===== src/rtl/core/ecmf_ram.sv =====
// Generic simple dual-port RAM with one write port and a registered read port.
`default_nettype none
module ecmf_ram #(
    parameter int WIDTH = 8,
    parameter int DEPTH = 16,
    parameter int AW    = $clog2(DEPTH)
) (
    input  wire logic             aclk,
    input  wire logic             we,
    input  wire logic [AW-1:0]    waddr,
    input  wire logic [WIDTH-1:0] wdata,
    input  wire logic [AW-1:0]    raddr,
    output logic      [WIDTH-1:0] rdata
);

    logic [WIDTH-1:0] mem_reg [DEPTH];
    logic [WIDTH-1:0] rdata_reg;

    // Write and read one entry each per cycle
    always_ff @(posedge aclk) begin
        if (we) begin
            mem_reg[waddr] <= wdata;
        end
        rdata_reg <= mem_reg[raddr];
    end

    assign rdata = rdata_reg;

endmodule
`default_nettype wire


===== config.mk =====
export PLATFORM = sky130hd
export DESIGN_NAME = ecmf_ram
export DESIGN_NICKNAME = d
export VERILOG_FILES = /design/src/rtl/core/ecmf_ram.sv
export SDC_FILE = /design/constraint.sdc
export NUM_CORES = 1
export LEC_CHECK = 0
export BUFFER_PORTS_ARGS = -buffer_cell sky130_fd_sc_hd__clkbuf_2
export CAP_MARGIN = 10
export CORE_MARGIN = 2
export CORE_UTILIZATION = 50
export CTS_CLUSTER_DIAMETER = 30
export DETAILED_ROUTE_END_ITERATION = 8
export HOLD_SLACK_MARGIN = 0.12
export PLACE_DENSITY_LB_ADDON = 0.15
export SYNTH_ARGS = -nofsm -noshare
export SYNTH_HDL_FRONTEND = slang
export SYNTH_SLANG_ARGS = --single-unit

===== constraint.sdc =====
create_clock -name aclk -period 2.5 [get_ports aclk]
set_clock_uncertainty 0.2 [all_clocks]
set_input_delay 0.25 -clock aclk [delete_from_list [all_inputs] [get_ports aclk]]
set_output_delay 0.25 -clock aclk [all_outputs]
set_load 0.02 [all_outputs]

* Word-level counts from Yosys, hierarchy flattened
Memories as Yosys holds them, arrays and structs flattened. A register that Yosys moved wholly into a read port is not among the register bits.
Cells that the tools add are included.
** Operators by class
- Mux-type cells :: 2
** Operators with widths (count)
- two-way mux 1 bit :: 2
** Storage, ports and cells
- Bits in registers :: 0
- Memory bits (writable) :: 128
- Input port bits :: 18
- Output and inout bits :: 8
- Logic and storage cells :: 3
- Memories :: 1
** Memory list
- mem_reg :: depth 16, width 8, rd ports 1, clocked after Yosys merged registers in 1, write ports 1, RTL line 16 : logic [WIDTH-1:0] mem_reg [DEPTH];

* Depth between registers and ports, before layout
- Word-level depth :: 2
- Depth in mapped cells :: 5
- Gate-level depth less buffers :: 3

* Worst setup path after synthesis
OpenSTA, ideal clock, no wires.
- Path kind :: input -> register
- Start point :: input waddr[2]
- End point :: memory mem_reg[0][0] (enable)
- Library setup time :: 0.383 ns
- Arrival :: 1.360 ns
- Data required time :: 1.917 ns
- Path slack :: 0.557 ns
- Stages :: 2
- Buffers on the path :: 0
- Cells stage by stage :: or3b_2 -> nor3_1
** RTL lines
- start: declaration :: RTL line 10 : input wire logic [AW-1:0] waddr,
- end: declaration :: RTL line 16
No word-level cell before the write port.

* Final worst setup path
- Start point :: input waddr[2]
- End point :: memory mem_reg[6][6] (enable)
No word-level cell before the write port.

==> flow_metrics.tcl <==
set metrics [dict create \
    grt_pass1_vias 2504 \
    finalWorstSetupSlack_ns 0.389 \
    mappedNetlistNets 247 \
    timing.fmax_mhz 474 \
    area_of_the_core_region_um2 10100 \
    grt_usage 0.191 \
    synth.top_cells.by_count "sky130_fd_sc_hd__edfxtp_1 (128), sky130_fd_sc_hd__mux4_2 (18), sky130_fd_sc_hd__a22oi_1 (16)" \
    share_of_cells_above_drive_strength_1 0.298 \
    final_net_count 314 \
    floorplan.rows 37 \
    finalMaxSlewViolations 0 \
    post-place-cells 398 \
    worst-endpoint-arrival_ns 2.14 \
    worstHoldPathType "input pin to flop" \
    yosys-top-cells-area "sky130_fd_sc_hd__edfxtp_1 (75%), sky130_fd_sc_hd__mux4_2 (7.9%), sky130_fd_sc_hd__mux4_1 (7.1%), sky130_fd_sc_hd__dfxtp_1 (3.1%), sky130_fd_sc_hd__a22oi_1 (2.3%)" \
    post-synth-top-count-cell "sky130_fd_sc_hd__edfxtp_1" \
    drt_wl_total_mm 9.71 \
    r2r_start "mem_reg[8][1]" \
    synthFlopType "sky130_fd_sc_hd__edfxtp_1" \
    crit_path_max_fanout 5 \
    chipWidth_um 105 \
    timing.critical_path.required_ns 2.53 \
    grt_first_pass_wirelength_mm 14.8 \
    timing.slew.headroom 0.581 \
    fin_tns_setup_ns 0 \
    worstSkewPairLatency_ns 0.51 \
    asyncSetResetFlopFracSynth 0 \
    netlist-cell-type-count 19 \
    diodes_inserted 0 \
    max_slew.worst_pin.slew_ns 0.627 \
    post_layout_min_period_ns 2.11 \
    worst_setup_path_start_kind "input pin" \
    outcome "complete, no violations" \
    port_buffers 25 \
    report.power.total_w 0.00552 \
    route.detailed.vias_per_inst 5.56 \
    post_layout_nonfiller_instances 445 \
    vias 2474 \
    worstSetupPathType "input pin to flop" \
    total_leakage_power_nw 2.17 \
    r2r.worst_path.cells 3 \
    synth_seq_area_share 0.778 \
    cts_inserted_buffers 17 \
    die_h_um 105 \
    cts.clk_slew.worst_paths_ns 0.06 \
    overflow 0 \
    netlist_area_um2 5150 \
    drtAntennaViolNets 0 \
    detail_route.drc_violations 0 \
    clock_tree.htree_level_count 4 \
    area_delta_synth_final_pct 22.5 \
    dieArea_um2 11100 \
    cts_max_path_buffers 2 \
    report.final.hold_viol_count 0 \
    util_after_layout 0.622 \
    critical_path.endpoint_type "flop" \
    hold_path.startpoint "waddr[3]" \
    cts-root-buf "sky130_fd_sc_hd__clkbuf_8" \
    synth-warning-count 0 \
    critPathLaunch "waddr[2]" \
    syn_avg_cell_area_um2 22.5 \
    post_synth_inst_count 229 \
    cts_tree "yes" \
    initial_core_util 0.508 \
    setup_viol 0 \
    cts_num_sinks 136 \
    post-synth-top-area-fraction 0.747 \
    largest_register_ff_count 128 \
    placement.setup.worst_slack_ns 0.541 \
    avgRoutedWirePerCell_um 21.8 \
    dp_hpwl_mm 5.82 \
    place_congestion 0.735 \
    synth_area_leader_cell "sky130_fd_sc_hd__edfxtp_1" \
    drt-initial-drc-count 149 \
    cts_post_setup_buffers_inserted 0 \
    antenna_found_initial 0 \
    postcts_resize_cnt 0 \
    first_pass_iters 4 \
    max_cap_viol_count 0 \
    num-fill-cells 721 \
    power_density_nw_per_um2 876 \
    worst_ir_drop_vdd_uv 442 \
    synth_edf_count 128 \
    timing.hold.worst_path_depth 3 \
    ioPinCount 26 \
    finalCritPeriodShare 0.844 \
    grt_setup_unrepaired "no" \
    synth_seq_cells 136 \
    grt_max_degree 33 \
]
-- what timing repair did --
action                                 4_1_cts  5_1_grt
endpoints found under the hold margin      167        0
setup endpoints to repair                    0        0
hold buffers                                15        0
-- critical path, stage by stage --
cell	delay [ns]
sky130_fd_sc_hd__dlygate4sd3_1	0.52
sky130_fd_sc_hd__clkbuf_2	0.12
sky130_fd_sc_hd__nand3b_1	0.13
sky130_fd_sc_hd__dlygate4sd3_1	0.58
sky130_fd_sc_hd__nor2_1	0.31
sky130_fd_sc_hd__buf_4	0.22
-- through the flow --
step	hold slack [ns]	cell area, um^2
detailed placement	0.467	5520
global route	0.182	6310
CTS	0.140	6310
global placement	0.452	5520
floorplan	0.149	5150
finish	0.169	6310
-- metal layers --
metal,global-route usage,vias up,wire length [um]
met5,0,-,0
met3,0.0550,9,530
li1,-,1106,-
met1,0.265,1277,4330
met4,0.0686,0,94
met2,0.291,82,4750
-- cell usage in the layout (no fill, tap or decap) --
cell                              n
sky130_fd_sc_hd__mux4_1          14
sky130_fd_sc_hd__nand3b_1         2
sky130_fd_sc_hd__inv_6            2
sky130_fd_sc_hd__clkinvlp_4       1
sky130_fd_sc_hd__mux4_2          18
sky130_fd_sc_hd__nand2_1          9
sky130_fd_sc_hd__or3b_2           1
sky130_fd_sc_hd__dfxtp_1          8
sky130_fd_sc_hd__edfxtp_1       128
sky130_fd_sc_hd__nor3_1           4
sky130_fd_sc_hd__nor2b_1          1
sky130_fd_sc_hd__clkbuf_8         1
sky130_fd_sc_hd__nand2b_1         2
sky130_fd_sc_hd__clkbuf_16       16
sky130_fd_sc_hd__clkinv_2         1
sky130_fd_sc_hd__clkbuf_1         2
sky130_fd_sc_hd__buf_4           16
sky130_fd_sc_hd__bufinv_16        5
sky130_fd_sc_hd__and2b_1          1
sky130_fd_sc_hd__buf_12           2
sky130_fd_sc_hd__and2_1           1
sky130_fd_sc_hd__nor2_1          13
sky130_fd_sc_hd__clkinv_4         3
sky130_fd_sc_hd__inv_8            1
sky130_fd_sc_hd__a22oi_1         16
sky130_fd_sc_hd__nand3_1          1
sky130_fd_sc_hd__dlygate4sd3_1   15
sky130_fd_sc_hd__clkbuf_2        25
-- power by group --
group	total (W)	switching [W]	internal (W)
clock	0.00269	0.000955	0.00174
combinational	0.000266	0.000150	0.000117
sequential	0.00256	0.0000151	0.00255
-- worst paths after layout --
| kind | slack [ns] | to |
|---|---|---|
| worst max-delay path | 0.39 | mem_reg[6][6] |
| worst min-delay path | 0.17 | mem_reg[3][2] |
| worst max register to register | 0.95 | rdata[1] |
| worst min register to register | 0.47 | rdata[1] |
-- cells by family after synthesis --
kind of cell | count (synthesis) | synth area share
compound gates | 16 | 0.0233
mux | 32 | 0.150
simple gates | 35 | 0.0318
flops | 136 | 0.778
buf+inv | 10 | 0.0168
-- area by class of cell --
| class | instances | area, um^2 | share of cell area |
|---|---|---|---|
| multi-input combinational | 83 | 1060 | 0.168 |
| clock buffer | 19 | 422 | 0.0669 |
| sequential | 136 | 4000 | 0.635 |
| tap | 136 | 170 | 0.0270 |
| clock inverter | 13 | 218 | 0.0345 |
| timing repair buffer | 58 | 435 | 0.0690 |
(Power assumes the default switching activity.)
